<file path="config.mk">
export PLATFORM = sky130hd
export DESIGN_NAME = scd_div
export DESIGN_NICKNAME = d
export VERILOG_FILES = /design/src/sv/scd_div.sv
export SDC_FILE = /design/constraint.sdc
export NUM_CORES = 1
export LEC_CHECK = 0
export BUFFER_PORTS_ARGS = -buffer_cell sky130_fd_sc_hd__buf_4
export CAP_MARGIN = 25
export CORE_ASPECT_RATIO = 1.5
export CORE_MARGIN = 2
export CORE_UTILIZATION = 48
export DETAILED_ROUTE_END_ITERATION = 10
export GPL_ROUTABILITY_DRIVEN = 0
export GPL_TIMING_DRIVEN = 0
export PLACE_DENSITY = 0.72
export SLEW_MARGIN = 20
export SYNTH_ARGS = -nofsm -noshare
export SYNTH_HDL_FRONTEND = slang
export SYNTH_SLANG_ARGS = --single-unit
</file>
<file path="constraint.sdc">
create_clock -name clk -period 2.3 [get_ports clk]
set_clock_uncertainty 0.15 [all_clocks]
set_input_delay 0.23 -clock clk [delete_from_list [all_inputs] [get_ports clk]]
set_output_delay 0.23 -clock clk [all_outputs]
set_load 0.03 [all_outputs]
</file>
<file path="src/sv/scd_div.sv">
`timescale 1ns / 1ps
module scd_div #(
	parameter int NUM_W = 18,
	parameter int DEN_W = 10
) (
	input  logic             clk,
	input  logic             arst_n,
	input  logic             start,
	input  logic [NUM_W-1:0] num,
	input  logic [DEN_W-1:0] den,
	output logic             done,
	output logic [NUM_W-1:0] quo,
	output logic [DEN_W-1:0] rem
);

	localparam int STEP_W = $clog2(NUM_W + 1);

	logic [STEP_W-1:0] step_q;
	logic              run_q;
	logic              done_q;
	logic [NUM_W-1:0]  quo_q;
	logic [DEN_W-1:0]  rem_q;
	logic [DEN_W-1:0]  den_q;
	logic [DEN_W:0]    trial;
	logic              fit;

	// restoring division, one quotient bit a cycle
	assign trial = {rem_q, quo_q[NUM_W-1]};
	assign fit   = trial >= {1'b0, den_q};

	always_ff @(posedge clk or negedge arst_n) begin
		if (!arst_n) begin
			step_q <= '0;
			run_q  <= 1'b0;
			done_q <= 1'b0;
			quo_q  <= '0;
			rem_q  <= '0;
			den_q  <= '0;
		end else if (start) begin
			quo_q  <= num;
			rem_q  <= '0;
			den_q  <= den;
			step_q <= STEP_W'(NUM_W);
			run_q  <= 1'b1;
			done_q <= 1'b0;
		end else if (run_q) begin
			quo_q  <= {quo_q[NUM_W-2:0], fit};
			rem_q  <= fit ? DEN_W'(trial - {1'b0, den_q}) : trial[DEN_W-1:0];
			step_q <= step_q - STEP_W'(1);
			if (step_q == STEP_W'(1)) begin
				run_q  <= 1'b0;
				done_q <= 1'b1;
			end
		end else begin
			done_q <= 1'b0;
		end
	end

	assign done = done_q;
	assign quo  = quo_q;
	assign rem  = rem_q;

endmodule

</file>
==> impl_metrics.ini, run 1 <==
[run_status]
outcome = finished with violations
violations = negative setup slack

[finish]
ff_latch_area_sq_um = 1140
postLayoutCoreUtil_pct = 72.9
final_common_cell = buf_4
final_layout_size_suffix_gt1_share_pct = 32.0
finalNetCount = 415
num-fill-cells = 405
multi_input_area_sq_um = 1410
final_cell_mix = buf_4 (72), dfrtp_1 (36), nand2_1 (32)
area_delta_synth_final_pct = 46.1
diodes = 0

[setup_path]
cp_max_fo = 8
start_kind = flip-flop
crit_start = rem[2]
arrival_ns = 2.46
r2r_end = rem[6]
rr_worst_depth = 7
path_class = reg2reg
cp-end-kind = flip-flop
worstPathRequired_ns = 2.38
reg2reg_slack_ns = -0.08
reg2reg_from = rem[2]

[route]
route.vias.total = 2429
via_per_inst = 5.52
postRouteAntennaNets = 0
drc_errors = 0
drt_iter0_drc = 129
drt-pass1-iter-count = 5
drt_wl_total_microns = 7130
wire_per_inst_microns = 16.2

[clock_tree]
numCtsBuffers = 5
cts_tree = yes
cts_sinks = 45
htreeDepth = 2
clk_latency_ns = 0.30
cts.path.max_buffers = 2
root_buffer = clkbuf_8
clk_pin_slew_worst_paths_ns = 0.09

[place]
io_buffers = 58
dp_hpwl_microns = 4560

[synthesis]
seq_area_frac_synth_pct = 44.1
synth_nets = 310
synth_ff_type = dfrtp_1
synth_edf_count = 0
syn_inst = 266
synth_area_sq_um = 2560
syn_avg_cell_area_sq_um = 9.61
ys_warn_count = 0
synth_seq_cells = 45
synthArstFlopShare_pct = 100
synth.distinct_cells = 49

[sta]
hold_slack_ns = 0.00542
setup_slack_ns = -0.0775
slew_violations = 0
max_slew_margin_pct = 52.8
rsz0062_at_grt = true
fin_crit_ns = 2.38
maxClockFrequency_ghz = 0.421
post-route-period-util_pct = 103
setup_viol = 4
worstMarginPinSlew_ns = 0.708
hold_violations = 0

[global_routing]
grt_max_degree = 46
grt_overflow_total = 0
antenna_found_initial = 0
grt_pass1_vias = 2440
grt_use_total_pct = 24.6
grt_pass1_wl_microns = 11400

[worst_hold_path]
holdPathStages = 2
whs_endpoint = den_q[0]
hold_start = den[0]
hold_path_class = in2reg

[power_and_ir_drop]
power_w = 0.00340
p_leak_nw = 1.81
ir_worst_vdd_uv = 518
power_density_nw_per_um2 = 910

[die]
die_h_microns = 93.4
core_sq_um = 5120
dieArea_sq_um = 5940
rows = 32
die-width_microns = 63.6
io_pins = 60
initial_core_util_pct = 49.9

[flow_run]
cap_violations = 0
[worst max-delay path, cell delays in order, from the launching register on]
cell and delay [ns]:
dfrtp_2 0.45, ha_4 0.30, nand4_1 0.16, or3_4 0.42, and2_4 0.21, buf_8 0.13
a311oi_2 0.29, o31a_1 0.19
[synth_stat cells (3+ instances only)]
library cell	instances	area share (%)
a21o_2	3	1.0
a311oi_1	5	1.7
ha_1	12	5.9
clkbuf_1	7	1.0
nand3_1	8	1.6
a21o_1	3	0.88
buf_6	4	1.8
xnor2_1	7	2.4
inv_1	17	2.5
o21ai_0	29	5.7
mux2i_1	17	6.7
nor2_1	18	2.6
a21oi_1	9	1.8
nand2b_1	3	0.73
nand2_1	32	4.7
nand4_1	3	0.73
dfrtp_1	45	44
[routing by layer]
layer  share of wire, %  vias to the layer above  global-route usage (%)
met1                 40                     1170                    29.8
li1                   -                     1141                       -
met2                 52                      101                    42.6
met4                2.7                        0                    12.3
met5                  0                        -                       0
met3                5.1                       17                    3.37
[report_power, final]
part	switching (W)	leakage, nW	internal, W
clock	0.000273	0.0585	0.000354
sequential	0.000126	0.544	0.000922
combinational	0.000884	1.21	0.000839
[cells by family after synthesis]
logic type | share of synthesized area, %
AO/OA/AOI/OAI | 17.6
XOR/XNOR | 3.08
adder cells (fa/ha/maj) | 6.66
buffers and inverters | 6.95
flip-flops | 44.1
multiplexers | 7.10
AND/OR/NAND/NOR | 14.5
[layout make-up]
cell class | instances | area share, %
Clock buffer | 7 | 2.31
Timing Repair Buffer | 99 | 22.0
Buffer | 15 | 2.78
Multi-Input combinational cell | 188 | 37.6
Clock inverter | 1 | 0.804
Sequential cell | 45 | 30.5
Inverter | 17 | 1.71
Tap cell | 68 | 2.28
[worst max path at each step]
| stage | to | slack [ns] | depth (start not counted) |
|---|---|---|---|
| 2_1_floorplan | rem[1] | 0.01 | 7 |
| 3_3_place_gp | rem[4] | -0.09 | 7 |
| 3_5_place_dp | rem[3] | -0.13 | 7 |
| 4_1_cts | rem[5] | 0.002 | 7 |
| 5_1_grt | rem[6] | -0.08 | 7 |
| 6_report | rem[6] | -0.08 | 7 |
[flip-flops by register name (all words and copies together) (netlist names)]
register and flops:
run_q 1, quo 18, done 1, step_q 5
den_q 10, rem 10
[per-stage QoR]
stage	setup WS, ns	instances	setup TNS (ns)	area (sq um)
2_1_floorplan	0.00985	266	0	2610
3_3_place_gp	-0.0876	392	-0.467	3130
3_5_place_dp	-0.127	392	-0.702	3130
4_1_cts	0.00182	433	0	3630
5_1_grt	-0.0770	440	-0.221	3730
6_report	-0.0775	440	-0.123	3730
[what timing repair did]
item                                    4_1_cts  5_1_grt
endpoints found under the setup margin        9        9
setup buffers                                 6        8
hold buffers                                 27        0
endpoints found under the hold margin        71        0
pin swaps                                     4        7
resized for setup                             7        9
No activity file was read; power rests on OpenSTA's default activity.
==> run 2, diff against run 1 <==
--- a/config.mk
+++ b/config.mk
@@ -5,7 +5,7 @@
 export SDC_FILE = /design/constraint.sdc
 export NUM_CORES = 1
 export LEC_CHECK = 0
-export BUFFER_PORTS_ARGS = -buffer_cell sky130_fd_sc_hd__buf_4
+export BUFFER_PORTS_ARGS = -buffer_cell sky130_fd_sc_hd__buf_2
 export CAP_MARGIN = 25
 export CORE_ASPECT_RATIO = 1.5
 export CORE_MARGIN = 2
@@ -13,7 +13,7 @@
 export DETAILED_ROUTE_END_ITERATION = 10
 export GPL_ROUTABILITY_DRIVEN = 0
 export GPL_TIMING_DRIVEN = 0
-export PLACE_DENSITY = 0.72
+export PLACE_DENSITY = 0.81
 export SLEW_MARGIN = 20
 export SYNTH_ARGS = -nofsm -noshare
 export SYNTH_HDL_FRONTEND = slang
==> run 2 against run 1 <==
The run ends with negative hold slack left. Setup slack better by 0.10 ns. Flip-flop and latch count did not move. First-iteration DRC count up 23%. Clock power barely moved. Die area unchanged. Global-route usage down 0.23 points. Sequential share of layout area is 1.7 points higher. Utilization shrank 3.8 points. Hold slack lost 0.0080 ns. Clock-buffer cell count unchanged. Critical path depth is 2 higher. Power hardly changed. Largest cell class unchanged. Highest routed layer unchanged.
==> impl_metrics.ini, run 2 (synthesis results as in run 1) <==
[global_routing]
grt_use_total_pct = 24.4
grt_overflow_total = 0
grt_pass1_wl_microns = 11300
grt_pass1_vias = 2434
grt_max_degree = 46
antenna_found_initial = 0

[setup_path]
reg2reg_from = quo[17]
path_class = reg2reg
cp-end-kind = flip-flop
critPathBufInv = 2
reg2reg_slack_ns = 0.02
arrival_ns = 2.33
rr_worst_depth = 9
cp_max_fo = 3
start_kind = flip-flop
r2r_end = rem[8]
worstPathCellList = inv_1, ha_1, inv_1, fa_2, a211oi_2, nor2_1, o22ai_1, xor2_1, o311ai_1
cpPeakStageDelay_ns = 0.42
path_delay_family = compound AO/OA/AOI/OAI gates
path_common_cell = inv_1
critPathSlowestCell = dfrtp_2
worstPathRequired_ns = 2.35

[worst_hold_path]
hold_start = num[15]
holdPathStages = 3
hold_path_class = in2reg
whs_endpoint = quo[15]

[sta]
post-route-period-util_pct = 99.0
setup_viol = 0
hold_slack_ns = -0.00259
tns_ns = 0
rsz0062_at_grt = true
slew_violations = 0
setup_slack_ns = 0.0233
maxClockFrequency_ghz = 0.439
hold_violations = 1
max_slew_margin_pct = 50.0
fin_crit_ns = 2.28
worstMarginPinSlew_ns = 0.751

[clock_tree]
cts_sinks = 45
clk_latency_ns = 0.30
numCtsBuffers = 5
root_buffer = clkbuf_8
htreeDepth = 2
cts.path.max_buffers = 2
cts_tree = yes
clk_pin_slew_worst_paths_ns = 0.08

[route]
via_per_inst = 5.62
wire_per_inst_microns = 16.9
drt_iter0_drc = 159
drt-pass1-iter-count = 4
route.vias.total = 2441
postRouteAntennaNets = 0
drt_wl_total_microns = 7350
drc_errors = 0

[die]
die_h_microns = 93.4
core_sq_um = 5120
die-width_microns = 63.6
initial_core_util_pct = 49.9
rows = 32
io_pins = 60
dieArea_sq_um = 5940

[run_status]
violations = negative hold slack
outcome = finished with violations

[finish]
postLayoutCoreUtil_pct = 69.0
diodes = 0
final_layout_size_suffix_gt1_share_pct = 35.0
finalNetCount = 409
final_area_sq_um = 3540
final_cell_mix = buf_2 (57), dfrtp_1 (36), nand2_1 (32)
largest_reg_flops = 18
final_common_cell = buf_2
area_delta_synth_final_pct = 38.4

[power_and_ir_drop]
power_density_nw_per_um2 = 960
p_leak_nw = 1.75
ir_worst_vdd_uv = 537

[place]
io_buffers = 58
preCtsSetupSlack_ns = -0.0969
placed_area_sq_um = 2980
dp_hpwl_microns = 4570

[flow_run]
cap_violations = 0
## run 2: changes by cell type in the layout (fill, tap and decap cells not counted), moves of 2 or more
cell           before  now
nand3_1             7    5
nand3_2             1    3
dlygate4sd3_1      27   18
buf_2               0   57
buf_4              72   18
a21oi_2             1    3
a21oi_1             8    5
## run 2: worst max-delay path by stage
| stage | start | end | cells after the start |
|---|---|---|---|
| 6_report | quo[17] | rem[8] | 9 |
| 5_1_grt | quo[17] | rem[8] | 9 |
| 4_1_cts | quo[17] | rem[1] | 8 |
| 3_5_place_dp | quo[17] | rem[8] | 9 |
| 3_3_place_gp | quo[17] | rem[8] | 9 |
| 2_1_floorplan | rem[3] | rem[1] | 7 |
## run 2: area by class of cell
cell class                 count  area (sq um)
multi-input combinational    188          1430
clock buffer                   7          86.3
buffer                        15           104
fill                         388          1590
sequential                    45          1140
tap                           68          85.1
timing repair buffer          93           601
clock inverter                 1          30.0
inverter                      17          63.8
## run 2: report_power, final
part           switching, W  internal (W)
clock              0.000276      0.000354
sequential         0.000125      0.000922
combinational      0.000931      0.000787
## run 2: metal layers
metal | part of all wire, % | vias to the layer above | GRT usage, % | routed length, microns
met5 | 0 | - | 0 | 0
met4 | 4.1 | 0 | 12.0 | 303
met3 | 5.0 | 27 | 3.37 | 367
met2 | 51 | 104 | 42.5 | 3720
met1 | 40 | 1179 | 29.4 | 2950
li1 | - | 1131 | - | -
## run 2: stage by stage
stage	hold slack, ns	std cells	total power [W]
after global routing	0.0277	434	0.00355
after floorplan	-0.216	266	0.00203
after detailed placement	0.293	392	0.00236
after global placement	0.283	392	0.00233
after CTS	0.000781	422	0.00312
final	-0.00259	434	0.00340
## run 2: worst min-delay path, stage by stage
cell	delay (ns)
buf_2	0.08
nand2_1	0.04
o21ai_0	0.06
## run 2: what timing repair did
action / 4_1_cts / 5_1_grt
buffers inserted: 4 / 13
setup endpoints to repair: 9 / 10
endpoints found under the hold margin: 62 / 0
resized for setup: 8 / 17
hold buffers: 18 / 0
pin swaps: 2 / 7
==> run 3, diff against run 2 <==
--- a/config.mk
+++ b/config.mk
@@ -5,7 +5,7 @@
 export SDC_FILE = /design/constraint.sdc
 export NUM_CORES = 1
 export LEC_CHECK = 0
-export BUFFER_PORTS_ARGS = -buffer_cell sky130_fd_sc_hd__buf_2
+export BUFFER_PORTS_ARGS = -buffer_cell sky130_fd_sc_hd__clkbuf_2
 export CAP_MARGIN = 25
 export CORE_ASPECT_RATIO = 1.5
 export CORE_MARGIN = 2
==> run 3 against run 2 <==
The flow finishes with violations (negative hold slack, negative setup slack). Routed wire length fell by 0.35%. Largest cell class unchanged. Maximum frequency fell by 2.8%. Hold slack got worse by 0.0038 ns. Largest power group unchanged. Cell area fell by 0.74%. Sequential power barely moved. Critical path type unchanged. Setup slack got worse by 0.066 ns. Critical path depth did not move. Sequential share of layout area rose by 0.28 points. Non-clock buffer count fell by 4.
==> impl_metrics.ini, run 3 (synthesis results as in run 1) <==
[setup_path]
cpPeakStageDelay_ns = 0.42
critPathSlowestCell = dfrtp_2
worstPathCellList = inv_2, ha_4, inv_2, fa_2, a211oi_4, nor2_2, o22ai_2, xor2_1, o311ai_2
cp-end-kind = flip-flop
r2r_end = rem[8]
arrival_ns = 2.37
rr_worst_depth = 9
path_delay_family = compound AO/OA/AOI/OAI gates
reg2reg_from = quo[17]
critPathBufInv = 2
path_class = reg2reg
crit_start = quo[17]
cp_max_fo = 2
worstPathRequired_ns = 2.33
start_kind = flip-flop
path_common_cell = inv_2
reg2reg_slack_ns = -0.04

[die]
initial_core_util_pct = 49.9
die_h_microns = 93.4
rows = 32
core_sq_um = 5120
dieArea_sq_um = 5940
io_pins = 60
die-width_microns = 63.6

[flow_run]
cap_violations = 0

[sta]
tns_ns = -0.0533
post-route-period-util_pct = 102
max_slew_margin_pct = 51.8
fin_crit_ns = 2.34
hold_slack_ns = -0.00639
rsz0062_at_grt = true
setup_viol = 2
worstMarginPinSlew_ns = 0.723
maxClockFrequency_ghz = 0.427
slew_violations = 0
hold_violations = 3
setup_slack_ns = -0.0425

[finish]
ff_latch_area_sq_um = 1140
num-fill-cells = 388
area_delta_synth_final_pct = 37.4
final_cell_mix = clkbuf_2 (58), dfrtp_1 (35), nand2_1 (32)
multi_input_area_sq_um = 1450
final_layout_size_suffix_gt1_share_pct = 34.3
postLayoutCoreUtil_pct = 68.5
largest_reg_flops = 18
final_common_cell = clkbuf_2
final_area_sq_um = 3510
finalNetCount = 405
diodes = 0

[place]
io_buffers = 58
placed_area_sq_um = 3000
dp_hpwl_microns = 4690

[global_routing]
grt_pass1_wl_microns = 11500
grt_max_degree = 30
grt_overflow_total = 0
grt_use_total_pct = 25.0
grt_pass1_vias = 2455
antenna_found_initial = 0

[worst_hold_path]
hold_start = num[14]
holdPathStages = 3
whs_endpoint = quo[14]
hold_path_class = in2reg

[power_and_ir_drop]
power.share.switching_pct = 41.6
p_leak_nw = 1.72
ir_worst_vdd_uv = 587
power_density_nw_per_um2 = 909
p_clk_share_pct = 15.3
p_sw_w = 0.00133
p_comb_share_pct = 51.6
cellInternalPower_w = 0.00186
seqPwrFrac_pct = 33.1

[clock_tree]
numCtsBuffers = 5
cts.path.max_buffers = 2
cts_tree = yes
htreeDepth = 2
clk_latency_ns = 0.31
cts_sinks = 45
clk_pin_slew_worst_paths_ns = 0.09
root_buffer = clkbuf_8

[route]
wire_per_inst_microns = 17.0
route.vias.total = 2456
via_per_inst = 5.71
postRouteAntennaNets = 0
drt_wl_total_microns = 7320
drt-pass1-iter-count = 5
drc_errors = 0
drt_iter0_drc = 131

[run_status]
violations = negative hold slack, negative setup slack
outcome = finished with violations
## run 3: cell count changes in the layout (fill, tap and decap cells not counted), sizes merged
cell,previous run,this run
bufinv,1,0
clkbuf,16,74
dlygate4sd3,18,20
clkinvlp,0,1
buf,81,17
## run 3: worst max-delay path by stage
stage                         to  slack, ns  cells past startpoint
after CTS                 rem[7]      0.002                      8
after global routing      rem[8]      -0.11                      9
after global placement    rem[8]      -0.10                      9
final                     rem[8]      -0.04                      9
after detailed placement  rem[8]      -0.14                      9
after floorplan           rem[1]       0.01                      7
## run 3: timing repair
| item | in CTS | in global routing |
|---|---|---|
| hold buffers | 20 | 0 |
| setup endpoints to repair | 9 | 10 |
| setup buffers | 3 | 7 |
| pin swaps | 3 | 15 |
| gates resized for setup | 11 | 19 |
| endpoints found under the hold margin | 35 | 0 |
## run 3: area by class of cell
cell class                 count  share of cell area (%)
tap                           68                    2.42
inverter                      17                    1.82
clock buffer                   7                    2.17
sequential                    45                    32.4
multi-input combinational    188                    41.3
clock inverter                 1                   0.214
timing repair buffer          89                    16.8
buffer                        15                    2.92
## run 3: metal layers
| metal | vias to the layer above | wire length, microns | track usage, % |
|---|---|---|---|
| met5 | - | 0 | 0 |
| met3 | 23 | 451 | 3.01 |
| li1 | 1127 | - | - |
| met1 | 1173 | 2760 | 29.2 |
| met2 | 133 | 3850 | 43.8 |
| met4 | 0 | 261 | 14.7 |
## run 3: power groups by stage
| stage | Combinational [W] | Clock (W) | Sequential [W] |
|---|---|---|---|
| floorplan | 0.000812 | 0 | 0.00122 |
| global placement | 0.00128 | 0 | 0.00105 |
| detailed placement | 0.00131 | 0 | 0.00106 |
| CTS | 0.00145 | 0.000494 | 0.00105 |
| global route | 0.00176 | 0.000522 | 0.00107 |
| finish | 0.00165 | 0.000489 | 0.00106 |
## run 3: worst min-delay path, delay by kind of cell
| kind | cells | cell delay [ns] |
|---|---|---|
| AO/OA/AOI/OAI | 1 | 0.07 |
| AND/OR/NAND/NOR | 1 | 0.05 |
| buffers and inverters | 1 | 0.07 |
## run 3: per-stage QoR
stage / std cells / total power, W / worst slack (ns)
4_1_cts: 424 / 0.00299 / 0.00200
5_1_grt: 430 / 0.00335 / -0.110
3_5_place_dp: 393 / 0.00237 / -0.145
6_report: 430 / 0.00319 / -0.0425
3_3_place_gp: 392 / 0.00233 / -0.102
2_1_floorplan: 266 / 0.00203 / 0.00985
